[config.mk]
export PLATFORM = sky130hd
export DESIGN_NAME = lattice_neighbor_index_unit
export DESIGN_NICKNAME = d
export VERILOG_FILES = /design/src/rtl/core/lni_pkg.sv /design/src/rtl/core/lni_div.sv /design/src/rtl/core/lni_coord.sv /design/src/rtl/core/lni_index.sv /design/src/rtl/core/lattice_neighbor_index_unit.sv
export VERILOG_INCLUDE_DIRS = /design/src /design/src/rtl/core
export SDC_FILE = /design/constraint.sdc
export NUM_CORES = 2
export LEC_CHECK = 0
export BUFFER_PORTS_ARGS = -buffer_cell sky130_fd_sc_hd__buf_2
export CAP_MARGIN = 15
export CORE_UTILIZATION = 55
export CTS_CLUSTER_DIAMETER = 150
export DETAILED_ROUTE_END_ITERATION = 8
export PLACE_DENSITY = 0.82
export SLEW_MARGIN = 20
export SYNTH_ARGS = -nofsm -noshare
export SYNTH_HDL_FRONTEND = slang
export SYNTH_SLANG_ARGS = --single-unit
[constraint.sdc]
create_clock -name clk -period 37 [get_ports clk]
set_clock_uncertainty 0.2 [all_clocks]
set_input_delay 3.7 -clock clk [delete_from_list [all_inputs] [get_ports clk]]
set_output_delay 3.7 -clock clk [all_outputs]
set_load 0.01 [all_outputs]
[src/rtl/core/lattice_neighbor_index_unit_defines.svh]
// ---------------------------------------------------------------------------
// lattice neighbor index unit - assertion macros
// concurrent check wrappers, compiled out for synthesis
// ---------------------------------------------------------------------------
`ifndef LATTICE_NEIGHBOR_INDEX_UNIT_DEFINES_SVH
`define LATTICE_NEIGHBOR_INDEX_UNIT_DEFINES_SVH

`ifndef SYNTHESIS
`define LNI_ASSERT_IMP(label, clk, rst_n, ante, cons, msg) \
	label: assert property (@(posedge clk) disable iff (!rst_n) (ante) |-> (cons)) \
		else $error(msg);
`define LNI_ASSERT_NXT(label, clk, rst_n, ante, cons, msg) \
	label: assert property (@(posedge clk) disable iff (!rst_n) (ante) |=> (cons)) \
		else $error(msg);
`else
`define LNI_ASSERT_IMP(label, clk, rst_n, ante, cons, msg)
`define LNI_ASSERT_NXT(label, clk, rst_n, ante, cons, msg)
`endif

`endif

[src/rtl/core/lni_pkg.sv]
// ---------------------------------------------------------------------------
// lni_pkg
// shared widths, lane grouping constants, register codes and types
// ---------------------------------------------------------------------------
package lni_pkg;

	localparam int unsigned LANES = 8;
	localparam int unsigned GX = (LANES < 2) ? 1 : 2;
	localparam int unsigned GY = (LANES < 4) ? 1 : 2;
	localparam int unsigned GZ = (LANES < 8) ? 1 : 2;
	localparam int unsigned GT = (LANES < 16) ? 1 : 2;

	// bit position of each lane digit inside the lane number
	localparam int unsigned POS_Y = GX - 1;
	localparam int unsigned POS_Z = POS_Y + GY - 1;
	localparam int unsigned POS_T = POS_Z + GZ - 1;

	localparam int unsigned IDX_W    = 16;
	localparam int unsigned LANE_W   = 4;
	localparam int unsigned DIR_W    = 4;
	localparam int unsigned EXT_W    = 7;
	localparam int unsigned STRIDE_W = 16;
	localparam int unsigned CRD_W    = 9;
	localparam int unsigned CFG_IDX_W = 3;
	localparam int unsigned CFG_DATA_W = 16;

	localparam int unsigned DIV_STAGES = 4;
	localparam int unsigned EXT_MAX    = 64;

	localparam logic [EXT_W-1:0]    RST_HALF_X     = 7'd4;
	localparam logic [EXT_W-1:0]    RST_Y          = 7'd8;
	localparam logic [EXT_W-1:0]    RST_Z          = 7'd8;
	localparam logic [EXT_W-1:0]    RST_T          = 7'd8;
	localparam logic [STRIDE_W-1:0] RST_XY_STRIDE  = 16'd32;
	localparam logic [STRIDE_W-1:0] RST_XYZ_STRIDE = 16'd256;

	typedef enum logic [CFG_IDX_W-1:0] {
		CFG_HALF_X     = 3'd0,
		CFG_Y          = 3'd1,
		CFG_Z          = 3'd2,
		CFG_T          = 3'd3,
		CFG_XY_STRIDE  = 3'd4,
		CFG_XYZ_STRIDE = 3'd5
	} cfg_reg_t;

	typedef enum logic [1:0] {
		DIM_X = 2'd0,
		DIM_Y = 2'd1,
		DIM_Z = 2'd2,
		DIM_T = 2'd3
	} dim_t;

	// clamped local extents, all in 1..64
	typedef struct packed {
		logic [EXT_W-1:0] hx;
		logic [EXT_W-1:0] ye;
		logic [EXT_W-1:0] ze;
		logic [EXT_W-1:0] te;
	} ext_t;

	function automatic logic [EXT_W-1:0] clamp_ext(input logic [EXT_W-1:0] raw);
		logic [EXT_W-1:0] r;
		r = raw;
		if (raw == '0)
			r = EXT_W'(1);
		else if (raw > EXT_W'(EXT_MAX))
			r = EXT_W'(EXT_MAX);
		return r;
	endfunction

endpackage

[src/rtl/core/lni_div.sv]
// ---------------------------------------------------------------------------
// lni_div
// pipelined restoring divider, 16-bit dividend by a 1..64 divisor
// ---------------------------------------------------------------------------
`include "lattice_neighbor_index_unit_defines.svh"

module lni_div #(
	parameter int unsigned SIDE_W = 9
) (
	input  logic                       clk,
	input  logic                       arst_n,
	input  logic                       en,
	input  logic                       in_valid,
	input  logic [lni_pkg::IDX_W-1:0]  dividend,
	input  logic [lni_pkg::EXT_W-1:0]  divisor,
	input  logic [SIDE_W-1:0]          side_in,
	output logic                       out_valid,
	output logic [lni_pkg::IDX_W-1:0]  quotient,
	output logic [lni_pkg::EXT_W-1:0]  remainder,
	output logic [SIDE_W-1:0]          side_out
);
	import lni_pkg::*;

	localparam int unsigned BITS = IDX_W / DIV_STAGES;
	localparam int unsigned LAST = DIV_STAGES - 1;

	logic [DIV_STAGES-1:0] vld_s;
	logic [EXT_W-1:0]      rem_s   [DIV_STAGES];
	logic [IDX_W-1:0]      dq_s    [DIV_STAGES];
	logic [SIDE_W-1:0]     side_s  [DIV_STAGES];
	logic                  vld_src [DIV_STAGES];
	logic [EXT_W-1:0]      rem_src [DIV_STAGES];
	logic [IDX_W-1:0]      dq_src  [DIV_STAGES];
	logic [SIDE_W-1:0]     side_src[DIV_STAGES];
	logic [EXT_W-1:0]      rem_nx  [DIV_STAGES];
	logic [IDX_W-1:0]      dq_nx   [DIV_STAGES];

	genvar k;
	generate
		for (k = 0; k < DIV_STAGES; k++) begin : g_stage
			if (k == 0) begin : g_first
				assign vld_src[k]  = in_valid;
				assign rem_src[k]  = '0;
				assign dq_src[k]   = dividend;
				assign side_src[k] = side_in;
			end else begin : g_next
				assign vld_src[k]  = vld_s[k-1];
				assign rem_src[k]  = rem_s[k-1];
				assign dq_src[k]   = dq_s[k-1];
				assign side_src[k] = side_s[k-1];
			end

			// dividend bits shift out the top, quotient bits shift in the bottom
			always_comb begin
				logic [EXT_W:0]   part;
				logic [EXT_W-1:0] r;
				logic [IDX_W-1:0] d;
				r = rem_src[k];
				d = dq_src[k];
				for (int b = 0; b < BITS; b++) begin
					part = {r, d[IDX_W-1]};
					d = {d[IDX_W-2:0], 1'b0};
					if (part >= {1'b0, divisor}) begin
						part = part - {1'b0, divisor};
						d[0] = 1'b1;
					end
					r = part[EXT_W-1:0];
				end
				rem_nx[k] = r;
				dq_nx[k]  = d;
			end

			always_ff @(posedge clk or negedge arst_n) begin
				if (!arst_n)
					vld_s[k] <= 1'b0;
				else if (en)
					vld_s[k] <= vld_src[k];
			end

			always_ff @(posedge clk) begin
				if (en) begin
					rem_s[k]  <= rem_nx[k];
					dq_s[k]   <= dq_nx[k];
					side_s[k] <= side_src[k];
				end
			end
		end
	endgenerate

	assign out_valid = vld_s[LAST];
	assign quotient  = dq_s[LAST];
	assign remainder = rem_s[LAST];
	assign side_out  = side_s[LAST];

	`LNI_ASSERT_IMP(a_rem_below_divisor, clk, arst_n, out_valid, remainder < divisor, "lni_div: remainder not below divisor")

endmodule

[src/rtl/core/lni_coord.sv]
// ---------------------------------------------------------------------------
// lni_coord
// rebuilds global checkerboard coordinates, takes the periodic step,
// folds the result back into lane digits and local coordinates
// ---------------------------------------------------------------------------
`include "lattice_neighbor_index_unit_defines.svh"

module lni_coord (
	input  logic                       clk,
	input  logic                       arst_n,
	input  logic                       en,
	input  lni_pkg::ext_t              ext,
	input  logic                       in_valid,
	input  logic [lni_pkg::LANE_W-1:0] lane,
	input  logic                       parity,
	input  logic [lni_pkg::DIR_W-1:0]  direction,
	input  logic [lni_pkg::EXT_W-1:0]  x2,
	input  logic [lni_pkg::EXT_W-1:0]  y2,
	input  logic [lni_pkg::EXT_W-1:0]  z2,
	input  logic [lni_pkg::EXT_W-1:0]  t2,
	output logic                       out_valid,
	output logic                       out_parity,
	output logic [3:0]                 out_digits,
	output logic [lni_pkg::EXT_W-1:0]  out_x2,
	output logic [lni_pkg::EXT_W-1:0]  out_y2,
	output logic [lni_pkg::EXT_W-1:0]  out_z2,
	output logic [lni_pkg::EXT_W-1:0]  out_t2
);
	import lni_pkg::*;

	function automatic logic [CRD_W-1:0] wrap_step(
		input logic [CRD_W-1:0] c,
		input logic [CRD_W-1:0] n,
		input logic             hop3,
		input logic             down
	);
		logic signed [CRD_W+1:0] v;
		logic signed [CRD_W+1:0] ns;
		logic signed [CRD_W+1:0] hop;
		ns  = signed'({2'b00, n});
		hop = hop3 ? (CRD_W+2)'(3) : (CRD_W+2)'(1);
		if (down) begin
			v = signed'({2'b00, c}) - hop;
			for (int i = 0; i < 3; i++)
				if (v < 0)
					v = v + ns;
		end else begin
			v = signed'({2'b00, c}) + hop;
			for (int i = 0; i < 3; i++)
				if (v >= ns)
					v = v - ns;
		end
		return v[CRD_W-1:0];
	endfunction

	// global extents
	logic [CRD_W-1:0] nx, ny, nz, nt;
	assign nx = (GX == 2) ? {ext.hx, 2'b00} : {1'b0, ext.hx, 1'b0};
	assign ny = (GY == 2) ? {1'b0, ext.ye, 1'b0} : {2'b00, ext.ye};
	assign nz = (GZ == 2) ? {1'b0, ext.ze, 1'b0} : {2'b00, ext.ze};
	assign nt = (GT == 2) ? {1'b0, ext.te, 1'b0} : {2'b00, ext.te};

	// stage 1: rebuild coordinates
	logic              vld_s1;
	logic [DIR_W-1:0]  dir_s1;
	logic [CRD_W-1:0]  x_s1, y_s1, z_s1, t_s1;
	logic              dx1, dy1, dz1, dt1;
	logic [CRD_W-1:0]  xs_c, y_c, z_c, t_c;

	always_comb begin
		dx1 = (GX == 2) ? lane[0]     : 1'b0;
		dy1 = (GY == 2) ? lane[POS_Y] : 1'b0;
		dz1 = (GZ == 2) ? lane[POS_Z] : 1'b0;
		dt1 = (GT == 2) ? lane[POS_T] : 1'b0;
		xs_c = CRD_W'(x2) + (dx1 ? CRD_W'(ext.hx) : '0);
		y_c  = CRD_W'(y2) + (dy1 ? CRD_W'(ext.ye) : '0);
		z_c  = CRD_W'(z2) + (dz1 ? CRD_W'(ext.ze) : '0);
		t_c  = CRD_W'(t2) + (dt1 ? CRD_W'(ext.te) : '0);
	end

	always_ff @(posedge clk or negedge arst_n) begin
		if (!arst_n)
			vld_s1 <= 1'b0;
		else if (en)
			vld_s1 <= in_valid;
	end

	always_ff @(posedge clk) begin
		if (en) begin
			dir_s1 <= direction;
			x_s1   <= {xs_c[CRD_W-2:0], y_c[0] ^ z_c[0] ^ t_c[0] ^ parity};
			y_s1   <= y_c;
			z_s1   <= z_c;
			t_s1   <= t_c;
		end
	end

	// stage 2: periodic step along one dimension
	logic              vld_s2;
	logic [CRD_W-1:0]  x_s2, y_s2, z_s2, t_s2;
	logic [CRD_W-1:0]  x_n, y_n, z_n, t_n;
	dim_t              dim;

	assign dim = dim_t'(dir_s1[2:1]);

	always_comb begin
		x_n = x_s1;
		y_n = y_s1;
		z_n = z_s1;
		t_n = t_s1;
		unique case (dim)
			DIM_X: x_n = wrap_step(x_s1, nx, dir_s1[3], dir_s1[0]);
			DIM_Y: y_n = wrap_step(y_s1, ny, dir_s1[3], dir_s1[0]);
			DIM_Z: z_n = wrap_step(z_s1, nz, dir_s1[3], dir_s1[0]);
			DIM_T: t_n = wrap_step(t_s1, nt, dir_s1[3], dir_s1[0]);
			default: ;
		endcase
	end

	always_ff @(posedge clk or negedge arst_n) begin
		if (!arst_n)
			vld_s2 <= 1'b0;
		else if (en)
			vld_s2 <= vld_s1;
	end

	always_ff @(posedge clk) begin
		if (en) begin
			x_s2 <= x_n;
			y_s2 <= y_n;
			z_s2 <= z_n;
			t_s2 <= t_n;
		end
	end

	// stage 3: split into lane digit and local coordinate, each quotient is 0 or 1
	logic              vld_s3;
	logic              par_s3;
	logic [3:0]        dig_s3;
	logic [EXT_W-1:0]  x2_s3, y2_s3, z2_s3, t2_s3;
	logic [CRD_W-1:0]  nxh;
	logic              fx, fy, fz, ft;

	assign nxh = {1'b0, x_s2[CRD_W-1:1]};
	assign fx  = nxh  >= CRD_W'(ext.hx);
	assign fy  = y_s2 >= CRD_W'(ext.ye);
	assign fz  = z_s2 >= CRD_W'(ext.ze);
	assign ft  = t_s2 >= CRD_W'(ext.te);

	always_ff @(posedge clk or negedge arst_n) begin
		if (!arst_n)
			vld_s3 <= 1'b0;
		else if (en)
			vld_s3 <= vld_s2;
	end

	always_ff @(posedge clk) begin
		if (en) begin
			par_s3 <= x_s2[0] ^ y_s2[0] ^ z_s2[0] ^ t_s2[0];
			dig_s3 <= {ft, fz, fy, fx};
			x2_s3  <= EXT_W'(nxh  - (fx ? CRD_W'(ext.hx) : '0));
			y2_s3  <= EXT_W'(y_s2 - (fy ? CRD_W'(ext.ye) : '0));
			z2_s3  <= EXT_W'(z_s2 - (fz ? CRD_W'(ext.ze) : '0));
			t2_s3  <= EXT_W'(t_s2 - (ft ? CRD_W'(ext.te) : '0));
		end
	end

	assign out_valid  = vld_s3;
	assign out_parity = par_s3;
	assign out_digits = dig_s3;
	assign out_x2     = x2_s3;
	assign out_y2     = y2_s3;
	assign out_z2     = z2_s3;
	assign out_t2     = t2_s3;

	`LNI_ASSERT_IMP(a_step_in_range, clk, arst_n, vld_s2, (x_s2 < nx) && (y_s2 < ny) && (z_s2 < nz) && (t_s2 < nt), "lni_coord: stepped coordinate outside lattice")

endmodule

[src/rtl/core/lni_index.sv]
// ---------------------------------------------------------------------------
// lni_index
// padded stride products, then final sum and lane number
// ---------------------------------------------------------------------------
module lni_index (
	input  logic                          clk,
	input  logic                          arst_n,
	input  logic                          en,
	input  logic [lni_pkg::EXT_W-1:0]     hx,
	input  logic [lni_pkg::STRIDE_W-1:0]  xy_stride,
	input  logic [lni_pkg::STRIDE_W-1:0]  xyz_stride,
	input  logic                          in_valid,
	input  logic                          in_parity,
	input  logic [3:0]                    in_digits,
	input  logic [lni_pkg::EXT_W-1:0]     x2,
	input  logic [lni_pkg::EXT_W-1:0]     y2,
	input  logic [lni_pkg::EXT_W-1:0]     z2,
	input  logic [lni_pkg::EXT_W-1:0]     t2,
	output logic                          out_valid,
	output logic [lni_pkg::IDX_W-1:0]     out_index,
	output logic [lni_pkg::LANE_W-1:0]    out_lane,
	output logic                          out_parity
);
	import lni_pkg::*;

	// stage 1: products, kept to the index width
	logic              vld_s1;
	logic              par_s1;
	logic [3:0]        dig_s1;
	logic [IDX_W-1:0]  pt_s1, pz_s1, py_s1, px_s1;

	always_ff @(posedge clk or negedge arst_n) begin
		if (!arst_n)
			vld_s1 <= 1'b0;
		else if (en)
			vld_s1 <= in_valid;
	end

	always_ff @(posedge clk) begin
		if (en) begin
			par_s1 <= in_parity;
			dig_s1 <= in_digits;
			pt_s1  <= IDX_W'(IDX_W'(t2) * xyz_stride);
			pz_s1  <= IDX_W'(IDX_W'(z2) * xy_stride);
			py_s1  <= IDX_W'(IDX_W'(y2) * IDX_W'(hx));
			px_s1  <= IDX_W'(x2);
		end
	end

	// stage 2: output register
	logic              vld_s2;
	logic              par_s2;
	logic [LANE_W-1:0] lane_s2;
	logic [IDX_W-1:0]  idx_s2;
	logic [LANE_W-1:0] lane_c;

	// a digit of a dimension with one lane group is always zero
	assign lane_c = LANE_W'(dig_s1[0])
		| (LANE_W'(dig_s1[1]) << POS_Y)
		| (LANE_W'(dig_s1[2]) << POS_Z)
		| (LANE_W'(dig_s1[3]) << POS_T);

	always_ff @(posedge clk or negedge arst_n) begin
		if (!arst_n)
			vld_s2 <= 1'b0;
		else if (en)
			vld_s2 <= vld_s1;
	end

	always_ff @(posedge clk) begin
		if (en) begin
			par_s2  <= par_s1;
			lane_s2 <= lane_c;
			idx_s2  <= pt_s1 + pz_s1 + py_s1 + px_s1;
		end
	end

	assign out_valid  = vld_s2;
	assign out_index  = idx_s2;
	assign out_lane   = lane_s2;
	assign out_parity = par_s2;

endmodule

[src/rtl/core/lattice_neighbor_index_unit.sv]
// ---------------------------------------------------------------------------
// lattice_neighbor_index_unit
// neighbor address generator for a checkerboarded 4-d lattice with fused lanes
// ---------------------------------------------------------------------------
// Takes one site (index, lane, parity) and a direction per cycle and returns
// the neighbor's fused site index, lane and parity one or three hops away with
// periodic wrap. Throughput is one item per clock. The site passes through the
// four chained 4-stage dividers that split the site index by the local extents,
// then the coordinate rebuild, step and fold stages, then the stride product
// and final sum stages. A stall on the output freezes the whole pipeline.
// Extent registers outside 1..64 act as clamped; write them only while idle.
`include "lattice_neighbor_index_unit_defines.svh"

module lattice_neighbor_index_unit (
	input  logic                            clk,
	input  logic                            arst_n,
	input  logic                            cfg_valid,
	output logic                            cfg_ready,
	input  logic [lni_pkg::CFG_IDX_W-1:0]   cfg_index,
	input  logic [lni_pkg::CFG_DATA_W-1:0]  cfg_data,
	input  logic                            in_valid,
	output logic                            in_ready,
	input  logic [lni_pkg::IDX_W-1:0]       site_index,
	input  logic [lni_pkg::LANE_W-1:0]      lane,
	input  logic                            parity,
	input  logic [lni_pkg::DIR_W-1:0]       direction,
	output logic                            out_valid,
	input  logic                            out_ready,
	output logic [lni_pkg::IDX_W-1:0]       neighbor_index,
	output logic [lni_pkg::LANE_W-1:0]      neighbor_lane,
	output logic                            neighbor_parity
);
	import lni_pkg::*;

	localparam int unsigned SW0 = DIR_W + 1 + LANE_W;
	localparam int unsigned SW1 = SW0 + EXT_W;
	localparam int unsigned SW2 = SW1 + EXT_W;
	localparam int unsigned SW3 = SW2 + EXT_W;

	logic [EXT_W-1:0]    half_x_q, y_ext_q, z_ext_q, t_ext_q;
	logic [STRIDE_W-1:0] xy_stride_q, xyz_stride_q;
	ext_t                ext;
	logic                en;

	assign cfg_ready = 1'b1;

	always_ff @(posedge clk or negedge arst_n) begin
		if (!arst_n) begin
			half_x_q     <= RST_HALF_X;
			y_ext_q      <= RST_Y;
			z_ext_q      <= RST_Z;
			t_ext_q      <= RST_T;
			xy_stride_q  <= RST_XY_STRIDE;
			xyz_stride_q <= RST_XYZ_STRIDE;
		end else if (cfg_valid && cfg_ready) begin
			unique case (cfg_reg_t'(cfg_index))
				CFG_HALF_X:     half_x_q     <= cfg_data[EXT_W-1:0];
				CFG_Y:          y_ext_q      <= cfg_data[EXT_W-1:0];
				CFG_Z:          z_ext_q      <= cfg_data[EXT_W-1:0];
				CFG_T:          t_ext_q      <= cfg_data[EXT_W-1:0];
				CFG_XY_STRIDE:  xy_stride_q  <= cfg_data;
				CFG_XYZ_STRIDE: xyz_stride_q <= cfg_data;
				default: ;
			endcase
		end
	end

	assign ext = {clamp_ext(half_x_q), clamp_ext(y_ext_q), clamp_ext(z_ext_q),
		clamp_ext(t_ext_q)};

	// the whole pipeline advances unless the output holds a result not yet taken
	assign en       = !out_valid || out_ready;
	assign in_ready = en;

	logic              v0, v1, v2, v3;
	logic [IDX_W-1:0]  q0, q1, q2, q3;
	logic [EXT_W-1:0]  r0, r1, r2, r3;
	logic [SW0-1:0]    sd0;
	logic [SW1-1:0]    sd1;
	logic [SW2-1:0]    sd2;
	logic [SW3-1:0]    sd3;

	lni_div #(.SIDE_W(SW0)) u_div_x (
		.clk(clk), .arst_n(arst_n), .en(en), .in_valid(in_valid),
		.dividend(site_index), .divisor(ext.hx), .side_in({direction, parity, lane}),
		.out_valid(v0), .quotient(q0), .remainder(r0), .side_out(sd0)
	);

	lni_div #(.SIDE_W(SW1)) u_div_y (
		.clk(clk), .arst_n(arst_n), .en(en), .in_valid(v0),
		.dividend(q0), .divisor(ext.ye), .side_in({sd0, r0}),
		.out_valid(v1), .quotient(q1), .remainder(r1), .side_out(sd1)
	);

	lni_div #(.SIDE_W(SW2)) u_div_z (
		.clk(clk), .arst_n(arst_n), .en(en), .in_valid(v1),
		.dividend(q1), .divisor(ext.ze), .side_in({sd1, r1}),
		.out_valid(v2), .quotient(q2), .remainder(r2), .side_out(sd2)
	);

	// only the remainder matters here: the t part wraps modulo t extent
	lni_div #(.SIDE_W(SW3)) u_div_t (
		.clk(clk), .arst_n(arst_n), .en(en), .in_valid(v2),
		.dividend(q2), .divisor(ext.te), .side_in({sd2, r2}),
		.out_valid(v3), .quotient(q3), .remainder(r3), .side_out(sd3)
	);

	// side bundle layout, low to high: z2, y2, x2, lane, parity, direction
	logic [EXT_W-1:0]  sx2, sy2, sz2;
	logic [LANE_W-1:0] s_lane;
	logic              s_par;
	logic [DIR_W-1:0]  s_dir;

	assign {s_dir, s_par, s_lane, sx2, sy2, sz2} = sd3;

	logic              cv, cpar;
	logic [3:0]        cdig;
	logic [EXT_W-1:0]  cx2, cy2, cz2, ct2;

	lni_coord u_coord (
		.clk(clk), .arst_n(arst_n), .en(en), .ext(ext),
		.in_valid(v3), .lane(s_lane), .parity(s_par), .direction(s_dir),
		.x2(sx2), .y2(sy2), .z2(sz2), .t2(r3),
		.out_valid(cv), .out_parity(cpar), .out_digits(cdig),
		.out_x2(cx2), .out_y2(cy2), .out_z2(cz2), .out_t2(ct2)
	);

	lni_index u_index (
		.clk(clk), .arst_n(arst_n), .en(en), .hx(ext.hx),
		.xy_stride(xy_stride_q), .xyz_stride(xyz_stride_q),
		.in_valid(cv), .in_parity(cpar), .in_digits(cdig),
		.x2(cx2), .y2(cy2), .z2(cz2), .t2(ct2),
		.out_valid(out_valid), .out_index(neighbor_index),
		.out_lane(neighbor_lane), .out_parity(neighbor_parity)
	);

	`LNI_ASSERT_IMP(a_lane_in_groups, clk, arst_n, out_valid, 32'(neighbor_lane) < LANES || LANES >= 16, "lane outside lane groups")
	`LNI_ASSERT_NXT(a_cfg_hold, clk, arst_n, !cfg_valid, $stable(xy_stride_q) && $stable(half_x_q), "config changed without a transfer")
	`LNI_ASSERT_IMP(a_tail_extent_ok, clk, arst_n, v3, (ext.te != '0) && (r3 < ext.te) && !$isunknown(q3), "t divider out of range")

endmodule
==> flow_summary.ini <==
[yosys]
synth-async-reset-ratio = 0.09111
synth.distinct_cells = 93
post_synth.cell_area_avg_um2 = 10.64
synth-xor-area-share = 0.06067
syn-num-nets = 7557
synth_compound_gate_area_share = 0.1333
ys_seq_area_frac = 0.3811
synth_top_area_share = 0.3516
synth_area_um2 = 69010
synth_top_family_by_area = adder cells
synth_edf_count = 808
synth_cells = 6485
ys_top_cells_by_count = edfxtp_1 (808), ha_1 (775), inv_1 (536)
synth_adder_area_share = 0.2125
postSynth.topFlopCell = edfxtp_1
synthSimpleGateAreaFrac = 0.1209
synth.most_common_cell = edfxtp_1
ys_top_cells_by_area = edfxtp_1 (35%), ha_1 (14%), fa_1 (7.2%), mux2_2 (4.2%), xnor2_1 (3.7%)
ys_seq_elements = 889
synth_top_area_cell = edfxtp_1
yosys_warnings = 0
muxShareOfSynthArea = 0.05604

[floorplan]
io_pins = 73
die_area_um2 = 126900
die_w_um = 356.2
die_height_um = 356.2
core_region_area_um2 = 124100
rows = 129
start_util = 0.5560

[timing]
fmax_mhz = 87.78
tightest_slew_ps = 1063
timing.final.crit_share = 0.3079
report.final.hold_viol_count = 0
finalCriticalPeriod_ps = 11390
setup_viol = 0
max_slew_margin = 0.2875
tns_ps = 0
slew_viol_final = 0
rsz0062_at_grt = false

[worst_setup_path]
cp.required_ps = 37270
worstSetupPathType = reg -> reg
end_kind = register
r2r-end = u_div_t.rem_s[3][1]
crit_fanout = 13
r2r_setup_slack_ps = 25610
cp.arrival_ps = 11660
cp_top_family = compound AO/OA/AOI/OAI gates
slowest_delay_ps = 740
crit_path_start_kind = register
cpMostUsedCell = a21oi_1
reg2reg_depth = 40
crit_slowest_cell = a21oi_1
crit_buf_inv = 3
worstSetupPathDepth = 40
reg2reg_from = t_ext_q[6]

[clock_tree]
cts.root.buffer_cell = clkbuf_16
cts_resized = 0
cts_hold_buf = 0
clock_path_buffers = 3
cts_buffers = 97
cts_max_level = 3
cts.sink_count = 889
path_clk_slew_ps = 60
postCtsSetupRepairBufs = 0
cts_tree = yes
clk_latency_ps = 750

[global_routing]
antenna_found_initial = 1
grt_pass1_wl_um = 249300
overflow = 0
grt_max_degree = 170
first_global_vias = 49970
grt_usage = 0.2413

[cells_and_area]
nets = 7680
syn_to_final_growth_pct = 8.563
fillers = 9632
drive_gt1_frac = 0.09106

[detailed_routing]
drt_first_pass_iters = 9
first_iter_violations = 3613
ant_nets = 0
drc_errors = 12
vias = 49390
drt-total-wl_um = 152900
via_per_inst = 5.932
wire_per_inst_um = 18.36

[job]
cap_viol_max_count = 0

[placed_design]
hpwlAfterDp_um = 111100
gp_congestion = 0.8998
io_buffers = 70

[worst_hold_path]
min-delay-start = u_div_z.side_s[3][5]
min_to = u_div_t.side_s[0][12]
hold_path_depth = 0
hold_class = reg -> reg

[outcome]
violations = design-rule violations
status = complete, but fails checks
[cells in the final DEF (no fill, tap or decap), types with 15 or more instances in the layout]
| cell type | instances |
|---|---|
| clkbuf_16 | 99 |
| nand3_1 | 62 |
| o21bai_1 | 42 |
| xor2_1 | 190 |
| dfrtp_1 | 75 |
| and2_1 | 135 |
| xnor2_1 | 288 |
| edfxtp_1 | 808 |
| nand2_1 | 494 |
| a21oi_1 | 342 |
| a311oi_1 | 15 |
| mux2_2 | 259 |
| ha_1 | 775 |
| buf_2 | 69 |
| or3_1 | 26 |
| mux2i_1 | 91 |
| inv_1 | 536 |
| or2_2 | 15 |
| nor2_1 | 372 |
| nor2b_1 | 179 |
| buf_4 | 66 |
| a21o_1 | 156 |
| o31a_1 | 24 |
| a31oi_1 | 25 |
| and4_1 | 16 |
| nand4_1 | 65 |
| fa_1 | 248 |
| o21a_1 | 112 |
| a211oi_1 | 44 |
| a21boi_0 | 31 |
| o21ai_0 | 365 |
| nand2b_1 | 144 |
| o31ai_1 | 45 |
| a211o_1 | 18 |
| o211ai_1 | 30 |
| clkbuf_1 | 18 |
| a221o_1 | 38 |
| nor3_1 | 94 |
[per-layer routing]
metal  vias to the layer above  wire length [µm]  global-route usage
li1                      23680                 -                   -
met4                         0              6152             0.09682
met3                       394              8582             0.03468
met1                     23870             64470              0.3058
met5                         -                 0                   0
met2                      1440             73640              0.4146
[stage by stage]
step / util / hold slack (ps) / std cells / worst slack [ps] / instance area, µm²
floorplan: - / 200.3 / 6485 / 7270 / 69010
global placement: 0.5765 / 200.1 / 8146 / 26050 / 71560
detailed placement: 0.5765 / 204.5 / 8146 / 25810 / 71560
CTS: 0.6035 / 175.4 / 8325 / 25770 / 74910
global route: 0.6036 / 190.3 / 8325 / 24830 / 74920
finish: 0.6036 / 173.0 / 8326 / 25610 / 74920
[cell families after synthesis]
group                    Yosys count
buffers and inverters            651
XOR/XNOR                         478
adder cells (fa/ha/maj)         1023
multiplexers                     353
AO/OA/AOI/OAI                   1407
other                              1
AND/OR/NAND/NOR                 1683
flip-flops                       889
[how the worst max path moves through the flow]
stage / start / to / slack (ps)
after floorplan: out_ready / in_ready / 7270
after global placement: t_ext_q[6] / u_div_t.rem_s[3][1] / 26050
after detailed placement: t_ext_q[6] / u_div_t.rem_s[3][1] / 25810
after CTS: t_ext_q[6] / u_div_t.rem_s[3][1] / 25770
after global routing: t_ext_q[6] / u_div_t.rem_s[3][1] / 24830
final: t_ext_q[6] / u_div_t.rem_s[3][1] / 25610
[worst register-to-register path, delay by kind of cell (launching register included)]
family / cells / cell delay (ps)
adders and majority gates: 5 / 1700
muxes: 4 / 1730
AOI/OAI and AO/OA: 19 / 4420
buffers and inverters: 3 / 230
and+or+nand+nor: 9 / 2370
DFF: 1 / 520
[registers in the layout, indices dropped and copies added, names as in the netlist, 24 cells and up]
register,count
u_div_z.dq_s,64
u_div_x.side_s,32
u_div_t.rem_s,28
u_div_t.side_s,116
u_div_y.dq_s,64
u_div_z.rem_s,28
u_div_t.dq_s,24
u_div_y.side_s,60
u_div_x.rem_s,28
u_div_x.dq_s,64
u_div_y.rem_s,28
u_div_z.side_s,88
[area by class of cell]
type	count	area (µm²)	share of cell area
Clock inverter	56	720.7	0.009620
Sequential cell	889	26300	0.3510
Clock buffer	123	2628	0.03507
Antenna cell	1	2.502	0.00003340
Tap cell	1637	2048	0.02734
Timing Repair Buffer	138	892.1	0.01191
Multi-Input combinational cell	4945	40310	0.5381
Inverter	537	2016	0.02690
Power is left out: the tool's default activity adds up to more than one toggle a clock period on the data nets, which glitch-free logic cannot reach.
